### src/hdl/bec_pkg.sv
// Shared constants, types and log2 helpers for the byte entropy classifier.
package bec_pkg;

  localparam int MAX_LEN   = 16384;
  localparam int BINS      = 256;
  localparam int CNT_W     = 15;
  localparam int LOG_W     = 16;
  localparam int LT_W      = 13;
  localparam int SUM_W     = 31;
  localparam int REM_W     = CNT_W + 1;
  localparam int H_W       = 16;
  localparam int DIV_CNT_W = 5;
  localparam int ADDR_W    = 3;
  localparam int DATA_W    = 32;

  localparam logic [CNT_W-1:0] MAX_LEN_C = CNT_W'(MAX_LEN);
  localparam logic [H_W-1:0]   H_MAX     = 16'd32768;
  localparam logic [H_W-1:0]   THR_RESET = 16'd20480;

  // Register select is the word index taken from the byte address.
  localparam logic REG_THRESHOLD = 1'b0;

  typedef logic [LT_W-1:0] log_tab_t [BINS];

  function automatic log_tab_t build_log_tab();
    log_tab_t   tab;
    logic [63:0] x;
    logic [31:0] v;
    for (int m = 0; m < BINS; m++) begin
      x = 64'h4000_0000 + (64'(m) << 22);
      v = '0;
      for (int k = 0; k < 13; k++) begin
        x = (x * x) >> 30;
        v = v << 1;
        if (x >= 64'h8000_0000) begin
          v = v | 32'd1;
          x = x >> 1;
        end
      end
      tab[m] = LT_W'((v + 32'd1) >> 1);
    end
    return tab;
  endfunction

  localparam log_tab_t LOG_TAB = build_log_tab();

  // log2 in Q.12: leading-one position plus a fraction from the next 8 bits.
  function automatic logic [LOG_W-1:0] log2q(input logic [CNT_W-1:0] x);
    logic [3:0]         p;
    logic [CNT_W+7:0]   sh;
    logic [7:0]         m;
    p = '0;
    for (int i = 0; i < CNT_W; i++) begin
      if (x[i]) p = 4'(i);
    end
    sh = {x, 8'h00} >> p;
    m  = sh[7:0];
    return {p, 12'h000} + LOG_W'(LOG_TAB[m]);
  endfunction

  typedef struct packed {
    logic             in_ready;
    logic             inc;
    logic             sweep_rd;
    logic [7:0]       sweep_addr;
    logic             div_start;
    logic             load_out;
    logic             clear;
  } bec_cmd_t;

  typedef struct packed {
    logic accepted;
    logic last;
    logic pipe_busy;
    logic div_done;
    logic out_free;
  } bec_status_t;

endpackage

### src/hdl/bec_ctrl.sv
// Controller: sequences byte updates, the bin sweep, the division and the result load.
module bec_ctrl
  import bec_pkg::*;
(
  input  logic        clk,
  input  logic        rst_n,
  input  bec_status_t status,
  output bec_cmd_t    cmd
);

  typedef enum logic [5:0] {
    S_IDLE  = 6'b000001,
    S_INC   = 6'b000010,
    S_SWEEP = 6'b000100,
    S_DRAIN = 6'b001000,
    S_DIV   = 6'b010000,
    S_OUT   = 6'b100000
  } state_t;

  state_t     state_r, state_nxt;
  logic       last_r, last_nxt;
  logic [7:0] idx_r, idx_nxt;

  always_comb begin
    state_nxt = state_r;
    last_nxt  = last_r;
    idx_nxt   = idx_r;
    cmd       = '0;
    unique case (state_r)
      S_IDLE: begin
        cmd.in_ready = 1'b1;
        if (status.accepted) begin
          last_nxt  = status.last;
          state_nxt = S_INC;
        end
      end
      S_INC: begin
        cmd.inc   = 1'b1;
        idx_nxt   = '0;
        state_nxt = last_r ? S_SWEEP : S_IDLE;
      end
      S_SWEEP: begin
        cmd.sweep_rd   = 1'b1;
        cmd.sweep_addr = idx_r;
        idx_nxt        = idx_r + 1'b1;
        if (idx_r == 8'hFF) state_nxt = S_DRAIN;
      end
      S_DRAIN: begin
        if (!status.pipe_busy) begin
          cmd.div_start = 1'b1;
          state_nxt     = S_DIV;
        end
      end
      S_DIV: begin
        if (status.div_done) state_nxt = S_OUT;
      end
      S_OUT: begin
        if (status.out_free) begin
          cmd.load_out = 1'b1;
          cmd.clear    = 1'b1;
          state_nxt    = S_IDLE;
        end
      end
      default: state_nxt = S_IDLE;
    endcase
  end

  always_ff @(posedge clk) begin
    last_r <= last_nxt;
    idx_r  <= idx_nxt;
    if (!rst_n) state_r <= S_IDLE;
    else        state_r <= state_nxt;
  end

endmodule

### config.mk
export PLATFORM = sky130hd
export DESIGN_NAME = bec_ctrl
export DESIGN_NICKNAME = d
export VERILOG_FILES = /design/src/hdl/bec_pkg.sv /design/src/hdl/bec_ctrl.sv
export SDC_FILE = /design/constraint.sdc
export NUM_CORES = 1
export LEC_CHECK = 0
export BUFFER_PORTS_ARGS = -buffer_cell sky130_fd_sc_hd__buf_2
export CORE_MARGIN = 3
export CORE_UTILIZATION = 55
export CTS_BUF_LIST = sky130_fd_sc_hd__clkbuf_8
export DETAILED_ROUTE_END_ITERATION = 8
export GPL_TIMING_DRIVEN = 0
export PLACE_DENSITY = 0.85
export SETUP_SLACK_MARGIN = 0.3
export SYNTH_ARGS = -nofsm -noshare
export SYNTH_HDL_FRONTEND = slang
export SYNTH_SLANG_ARGS = --single-unit
### constraint.sdc
create_clock -name clk -period 2.13 [get_ports clk]
set_clock_uncertainty 0.05 [all_clocks]
set_input_delay 0.3195 -clock clk [delete_from_list [all_inputs] [get_ports clk]]
set_output_delay 0.3195 -clock clk [all_outputs]
set_load 0.02 [all_outputs]
-- Word-level counts from Yosys, hierarchy flattened
Cells that the tools add are included.
- output and inout port bits: 14
- input bits: 7
- register bits: 15
- $add $sub $neg: 1
- multiplexer cells: 15
- eq/ne operators: 12
- reductions and logical operators: 3
- operators with widths (cell ; count):
    case mux 6 bit (6 select lines) ; 1
    2-to-1 mux 6 bit ; 5
    case mux 8 bit (2 select lines) ; 1
    inequality test 2 bit (second input constant) ; 5
    2-to-1 mux 9 bit ; 1
    adder 8 x 1 -> 8 bit (second input constant) ; 1
    == test 8 bit (second input constant) ; 1
    == test 6 x 1 -> 1 bit (second input constant) ; 1
    == test 6 x 2 -> 1 bit (second input constant) ; 1
    == test 6 x 3 -> 1 bit (second input constant) ; 1
    == test 6 x 4 -> 1 bit (second input constant) ; 1
    == test 6 x 5 -> 1 bit (second input constant) ; 1
    == test 6 bit (second input constant) ; 1
    AND reduction 5 bit ; 1
    2-to-1 mux 1 bit ; 4
    2-to-1 mux 2 bit ; 2
    2-to-1 mux 3 bit ; 1
    AND reduction 2 bit ; 1
    nonzero test 2 bit ; 1

-- Logic depth before layout (Yosys ltp)
Gate-level depths: netlist of the first run.
- word-level depth: 3
- mapped depth: 6
- depth with buffers taken out: 5

-- Least setup slack after synthesis of the first run
Ideal clock, no wire load.
- kind: register -> output
- start point: register state_r[3]
- end point: output cmd[1] (netlist name)
- path buffers: 2
- setup slack: 408 ps
- cell stages (with the launch flop): 6
- arrival: 1353 ps
- data required time: 1761 ps
- cell sequence: dfxtp_1 -> buf_6 -> nor2_1 -> nand2_1 -> nor3_1 -> buf_4
- RTL lines (what ; line ; text):
    start, declared ; bec_ctrl.sv:20 ; state_t state_r, state_nxt;
    start signal, assigned ; bec_ctrl.sv:72 ; else state_r <= state_nxt;
    end, declared ; bec_ctrl.sv:8 ; output bec_cmd_t cmd

==> reports/results.ini, run 1 <==
[die]
core-area_um2 = 1580
rows = 14
start_util_pct = 61.6
die_h_um = 48.0
die_w_um = 48.0
io_pins = 21
die_area_um2 = 2310

[timing]
tns_ps = 0
rsz0062_at_grt = yes
period_share_pct = 89.9
tightest_slew_ps = 434
relSlewSlack_pct = 70.8
slew_violations = 0
worst_hold_slack_ps = 198
finalCriticalPeriod_ps = 1910
max_clock_freq_mhz = 522
hold_viol_final = 0
finalSetupViolations = 0

[yosys]
yosysSeqAreaShare_pct = 40.2
synth_top_area_share_pct = 27.8
syn_avg_cell_area_um2 = 9.71
synth_edf_count = 9
synthArstFlopShare_pct = 0
yosysWarnings = 0
synth_common_cells = and3_2, edfxtp_1, nor2_1, nand2_1
ys_types = 39
yosys-top-cells-area = edfxtp_1, dfxtp_1, and3_2
postSynthCellCount = 100
synthesis.area_um2 = 971
ys.flop_type = edfxtp_1
ys_seq_elements = 15
synth_top_cell_by_area = edfxtp_1
syn_nets = 108

[worst_setup_path]
crit_start = state_r[3]
critPathSlowestCell = dfxtp_1
cp-start-kind = flop
cp_common_cell = buf_6
cp_cell_sequence = buf_6 -> nor4_4 -> buf_4 -> buf_6 -> and3_4 -> buf_6
required_ps = 1760
critPathKind = flop to output port
path_buf_inv = 4
end_kind = output port
critPathMaxFanout = 8
r2r_start = state_r[3]
arrival_ps = 1540
cp_top_family = buffers and inverters
cpPeakStageDelay_ps = 300

[global_routing]
grt_overflow = 0
grtUsageTotal_pct = 22.8
grt_max_degree = 11
grt_antenna_before_repair = 0
grt_pass1_wl_mm = 3.66
grt_pass1_vias = 825

[cts]
cts_buffer_depth = 2
clock-root-buffer = clkbuf_8
clk_pin_slew_ps = 60
holdBufCountCts = 0
cts_tree = yes
cts.sinks = 15
worst_skew_pair.late_latency_ps = 260
cts_made_buffers = 3
htree_levels = 1

[min_path]
hp-start = status[3]
hold_class = input pin to flop

[drt]
drcViolationCount = 0
wl_per_cell_um = 18.1
ant_nets = 0
route.vias.total = 906
drt-initial-drc-count = 26
wirelength_mm = 2.71
drt_pass1_iterations = 4
via_per_inst = 6.04

[finish]
nNetsFinal = 143
area_growth_pct = 36.3
fin_area_um2 = 1320
fillers = 96
drive_gt1_share_pct = 44.0
n_antenna_cell = 0
stdcell_count = 150
final_util_pct = 84.0

[placed_design]
place_area_um2 = 1090
place_hpwl_mm = 1.51
dp.cells = 136
gp_congestion = 0.826
portBuffers = 20

[pwr]
power.density_nw_per_um2 = 916
p_leak_uw = 0.000578
peakVddDrop_mv = 0.637

[status]
status = completed

[job]
drv_cap = 0

cells by family (layout without fill, tap and decap cells):
group	count (synthesis)	count (layout)	synth area share [%]
AOI/OAI and AO/OA	12	12	10.2
xor gates and xnor gates	7	7	6.31
adders and majority gates	1	1	1.29
buffers and inverters	9	43	6.31
DFF	15	15	40.2
and+or+nand+nor	56	56	35.7
per-stage QoR:
step           setup WS, ps  power, uW
2_1_floorplan           408        703
3_3_place_gp            437        782
3_5_place_dp            380        797
4_1_cts                 258       1090
5_1_grt                 175       1260
6_report                216       1210
power breakdown:
group / switching, uW / internal [uW]
Clock: 110 / 128
Sequential: 62.6 / 362
Combinational: 283 / 266
Total: 456 / 756
placed cells by master (no fill, tap or decap), types with 2 or more instances in the layout:
cell type / Yosys / routed
clkbuf_8: 0 / 3
inv_1: 2 / 3
xor2_1: 6 / 6
nand4_1: 3 / 3
and3_2: 9 / 2
nor2_1: 9 / 9
nand3b_1: 2 / 2
nor3_1: 4 / 3
nor4_2: 1 / 2
nand3_1: 3 / 3
o21ai_0: 3 / 3
nor3b_1: 5 / 5
edfxtp_1: 9 / 9
buf_2: 1 / 11
buf_6: 2 / 14
and3_4: 0 / 7
nand2_1: 8 / 8
dfxtp_1: 6 / 6
buf_4: 2 / 10
and2_1: 3 / 3
final cells by class:
type / count / area (um2) / area share, %
flip-flops and latches: 15 / 390 / 29.5
well taps: 16 / 20.0 / 1.51
inverters: 3 / 11.3 / 0.851
repair buffers: 30 / 235 / 17.8
multi-input cells: 76 / 562 / 42.4
clock inverters: 1 / 3.75 / 0.284
clock buffers: 3 / 41.3 / 3.12
plain buffers: 6 / 60.1 / 4.54
worst paths after layout:
check / endpoint / slack [ps] / cells after the start
worst max-delay path: cmd[6] / 220 / 6
worst min-delay path: last_r / 200 / 1
worst max register to register: state_r[0] / 460 / 8
worst min register to register: state_r[2] / 550 / 2
repair_timing:
action | in CTS | in global routing
pin swaps | 1 | 1
cloned | 1 | 0
setup endpoints to repair | 9 | 21
resized for setup | 21 | 14
buffers inserted | 4 | 5
registers in the layout, summed over array words and instances, names as in the netlist:
| signal | cells |
|---|---|
| last_r | 1 |
| idx_r | 8 |
| state_r | 6 |
routing by layer:
metal / track usage, % / share of wire (%)
met1: 29.7 / 41
met2: 39.6 / 53
met3: 1.88 / 4.6
met4: 6.99 / 1.1
met5: 0 / 0
Power figures use the tool's default switching activity.
==> run 2, diff against run 1 <==
Settings changed: ABC_AREA set to 1, PLACE_DENSITY 0.85 to 0.84.
==> reports/results.ini, run 2 <==
[worst_setup_path]
end_kind = output port
critPathKind = flop to output port
critPathMaxFanout = 10
rrSetupSlack_ps = 590
r2r_cells = 8
cp-start-kind = flop
cpPeakStageDelay_ps = 350
r2r_start = state_r[1]
crit_start = state_r[1]
r2r_end = state_r[0]
required_ps = 1760
arrival_ps = 1440
cp_cell_sequence = nor2_4 -> nand2_4 -> nor2_8 -> inv_6 -> buf_8 -> nor2_1 -> buf_4
cp_top_family = simple AND/OR/NAND/NOR gates
path_buf_inv = 3
critPathSlowestCell = dfxtp_4

[min_path]
holdPathStages = 1
hold_class = input pin to flop
hp-start = status[3]
min_to = last_r

[finish]
nNetsFinal = 165
mostFrequentLayoutCells = inv_1, nor2_1, buf_4, buf_2, nand2_1
n_antenna_cell = 0
final_util_pct = 77.9
fin_area_um2 = 1240
biggestRegsByFlops = idx_r (8), state_r (6), last_r (1)
drive_gt1_share_pct = 39.1
area_growth_pct = 25.6
stdcell_count = 180
largest_reg_flops = 8
largest_register = idx_r

[global_routing]
grt_max_degree = 11
grtUsageTotal_pct = 18.7
grt_pass1_vias = 794
grt_antenna_before_repair = 0
grt_overflow = 0
grt_pass1_wl_mm = 3.46

[timing]
hold_viol_final = 0
relSlewSlack_pct = 73.7
period_share_pct = 84.9
rsz0062_at_grt = yes
tns_ps = 0
max_clock_freq_mhz = 553
worst_hold_slack_ps = 189
slew_violations = 0
finalCriticalPeriod_ps = 1810
finalSetupViolations = 0
tightest_slew_ps = 393

[die]
core-area_um2 = 1590
die_h_um = 48.4
start_util_pct = 62.0
die_area_um2 = 2340
io_pins = 21
die_w_um = 48.4
rows = 14

[yosys]
ys.flop_type = edfxtp_1
synth_top_cell_by_area = edfxtp_1
synth_edf_count = 9
ys_seq_elements = 15
syn_nets = 135
yosysWarnings = 0
yosysSeqAreaShare_pct = 39.5
syn_avg_cell_area_um2 = 7.78
ys_types = 26
postSynthCellCount = 127
synthArstFlopShare_pct = 0
synth_common_cells = nor2_1, inv_1, nand2_1, edfxtp_1
yosys-top-cells-area = edfxtp_1, dfxtp_1, nor2_1
synthesis.area_um2 = 988
synth_top_area_share_pct = 27.3
yosysMostFrequentCell = nor2_1

[cts]
clk_pin_slew_ps = 60
clock-root-buffer = clkbuf_8
cts_tree = yes
cts_buffer_depth = 2
htree_levels = 1
cts_made_buffers = 3
cts.sinks = 15
worst_skew_pair.late_latency_ps = 250

[pwr]
power.density_nw_per_um2 = 910
peakVddDrop_mv = 0.796
p_leak_uw = 0.000645

[placed_design]
place_area_um2 = 1120
dp.cells = 171
place_hpwl_mm = 1.49
gp_congestion = 0.897
portBuffers = 20

[drt]
drcViolationCount = 0
route.vias.total = 913
drt-initial-drc-count = 62
ant_nets = 0
via_per_inst = 5.07
wirelength_mm = 2.18
wl_per_cell_um = 12.1
drt_pass1_iterations = 5

[status]
status = completed

[job]
drv_cap = 0

==> run 2: worst max-delay path by stage <==
stage          depth (start not counted)     end
4_1_cts                                7  cmd[8]
3_3_place_gp                           7  cmd[8]
2_1_floorplan                          6  cmd[1]
6_report                               7  cmd[3]
5_1_grt                                7  cmd[3]
3_5_place_dp                           7  cmd[8]
==> run 2: cell type report <==
cell class / count / area [um2]
clock inverter: 1 / 5.00
timing repair buffer: 25 / 155
clock buffer: 3 / 41.3
sequential: 15 / 398
buffer: 2 / 22.5
tap: 24 / 30.0
multi-input combinational: 83 / 483
inverter: 27 / 106
fill: 110 / 353
==> run 2: cells by family (layout without fill, tap and decap cells) <==
family	Yosys count	in the layout	synth area share, %
flip-flops	15	15	39.5
AND/OR/NAND/NOR	71	71	41.1
buffers and inverters	29	58	12.4
adder cells (fa/ha/maj)	1	1	1.27
AO/OA/AOI/OAI	11	11	5.70
==> run 2: power breakdown <==
part	switching [uW]	internal (uW)	total, uW	leakage (uW)
registers	51.7	377	429	0.000134
logic	301	166	467	0.000485
clock network	105	130	234	0.0000255
==> run 2: routing by layer <==
metal | GRT usage (%) | vias to the layer above | wire length, um
li1 | - | 457 | -
met1 | 23.3 | 423 | 925
met2 | 31.4 | 30 | 1090
met3 | 4.29 | 3 | 139
met4 | 7.11 | 0 | 19
met5 | 0 | - | 0
==> run 2: what timing repair did <==
item,in CTS,in global routing
endpoints found under the setup margin,6,9
pin swaps,2,5
setup buffers,1,4
resized for setup,4,14
hold buffers,0,0
==> run 2: worst reg2reg max path: cells and delay by family, from the launching register on <==
family,cells,cell delay [ps]
AO/OA/AOI/OAI,1,130
flip-flops,1,350
buffers and inverters,1,60
AND/OR/NAND/NOR,6,840
==> run 2: per-stage QoR <==
| stage | total power (uW) | setup WS [ps] |
|---|---|---|
| CTS | 1090 | 299 |
| global route | 1200 | 266 |
| floorplan | 746 | 497 |
| detailed placement | 840 | 542 |
| global placement | 825 | 560 |
| finish | 1130 | 323 |
==> run 3, diff against run 2 <==
Settings changed: CORE_UTILIZATION 55 to 50, PLACE_DENSITY 0.84 to 0.81.
Clock period 2.13 ns to 1.55 ns, I/O delays scaled along.
==> reports/results.ini, run 3 (synthesis results as in run 2) <==
[die]
die_area_um2 = 2550
core-area_um2 = 1800
die_h_um = 50.5
rows = 15
die_w_um = 50.5
io_pins = 21
start_util_pct = 54.9

[timing]
rsz0062_at_grt = yes
setup_ws_ps = -186
tightest_slew_ps = 335
finalCriticalPeriod_ps = 1740
finalSetupViolations = 24
hold_viol_final = 0
period_share_pct = 112
slew_violations = 0
max_clock_freq_mhz = 576
relSlewSlack_pct = 77.7

[pwr]
p_leak_uw = 0.000793
peakVddDrop_mv = 1.17
power.density_nw_per_um2 = 1160
total_power_uw = 1990

[finish]
largest_reg_flops = 8
largest_register = idx_r
stdcell_count = 203
biggestRegsByFlops = idx_r (8), state_r (6), last_r (1)
seq_area_um2 = 403
final_common_cell = buf_4
fillers = 43
drive_gt1_share_pct = 65.2
n_antenna_cell = 0
area_growth_pct = 74.4
nNetsFinal = 187
mostFrequentLayoutCells = buf_4, inv_1, buf_6, nor2_4, nor2_1
multiInputGateArea_um2 = 687

[drt]
wl_met2_mm = 2.28
drt-initial-drc-count = 100
drt_pass1_iterations = 4
wl_per_cell_um = 22.8
met1_length_mm = 1.59
route.vias.total = 1254
route.met3.wl_um = 376
wirelength_mm = 4.64
routed.top_layer = met4
ant_nets = 0
drcViolationCount = 0
via_per_inst = 6.18

[placed_design]
portBuffers = 20
gp_congestion = 0.877
place_hpwl_mm = 1.59
dp.cells = 172

[cts]
worst_skew_pair.late_latency_ps = 250
clock-root-buffer = clkbuf_8
htree_levels = 1
cts_tree = yes
cts_made_buffers = 3
cts_buffer_depth = 2
holdBufCountCts = 0
clk_pin_slew_ps = 70
cts.sinks = 15

[global_routing]
grt_pass1_wl_mm = 5.38
grt_overflow = 0
grt_antenna_before_repair = 0
grt_max_degree = 9
grt_pass1_vias = 1102
grtUsageTotal_pct = 29.0

[worst_setup_path]
end_kind = output port
critPathKind = flop to output port
cp-start-kind = flop
critPathMaxFanout = 3
r2r_cells = 10
required_ps = 1270
crit_start = state_r[1]
arrival_ps = 1450
r2r_start = state_r[1]

[job]
drv_cap = 0

[min_path]
hold_class = input pin to flop
hp-start = status[3]
holdPathStages = 1

[status]
status = complete, but fails checks
failed_checks = setup timing

==> run 3: area by class of cell <==
type | count | share of cell area [%]
Timing Repair Buffer | 46 | 24.5
Multi-Input combinational cell | 84 | 39.8
Buffer | 2 | 1.60
Inverter | 27 | 6.31
Clock inverter | 1 | 0.218
Sequential cell | 15 | 23.4
Tap cell | 25 | 1.81
Clock buffer | 3 | 2.39
==> run 3: report_power, final <==
part           total, uW  internal [uW]  leakage [uW]  switching, uW
clock network        338            176     0.0000269            162
logic               1040            377      0.000632            660
registers            619            517      0.000134            102
total               1990           1070      0.000793            924
==> run 3: final timing paths <==
| path | endpoint | slack, ps |
|---|---|---|
| worst min register to register | state_r[3] | 520 |
| worst max register to register | idx_r[7] | -150 |
| worst max-delay path | cmd[1] | -190 |
| worst min-delay path | last_r | 100 |
==> run 3: metal layers <==
layer	global-route usage, %	up-vias
met5	0	-
met4	16.1	0
met3	5.34	51
met2	53.7	135
met1	30.3	569
li1	-	499
==> run 3: repair_timing <==
item                                   in CTS  in global routing
endpoints found under the hold margin       0                  0
cloned                                      2                  0
buffers inserted                           15                 10
setup endpoints to repair                  34                 37
gates resized for setup                    49                 30
pin swaps                                  13                 12
==> run 3: critical path: stages (launching register included) <==
cell and delay, ps:
dfxtp_2 360, nor2_4 170, inv_1 70, nor2_2 150
nand2_2 100, nor2_4 120, buf_4 130, buf_6 100
==> run 3: metrics by stage <==
step / TNS, ps / utilization (%) / area (um2) / hold slack (ps) / setup slack (ps)
2_1_floorplan: 0 / - / 1070 / 267 / 155
3_3_place_gp: 0 / 66.9 / 1210 / 359 / 58.9
3_5_place_dp: 0 / 66.9 / 1210 / 364 / 28.1
4_1_cts: -669 / 86.0 / 1550 / 117 / -85.3
5_1_grt: -4030 / 95.7 / 1720 / 104 / -244
6_report: -2610 / 95.7 / 1720 / 103 / -186
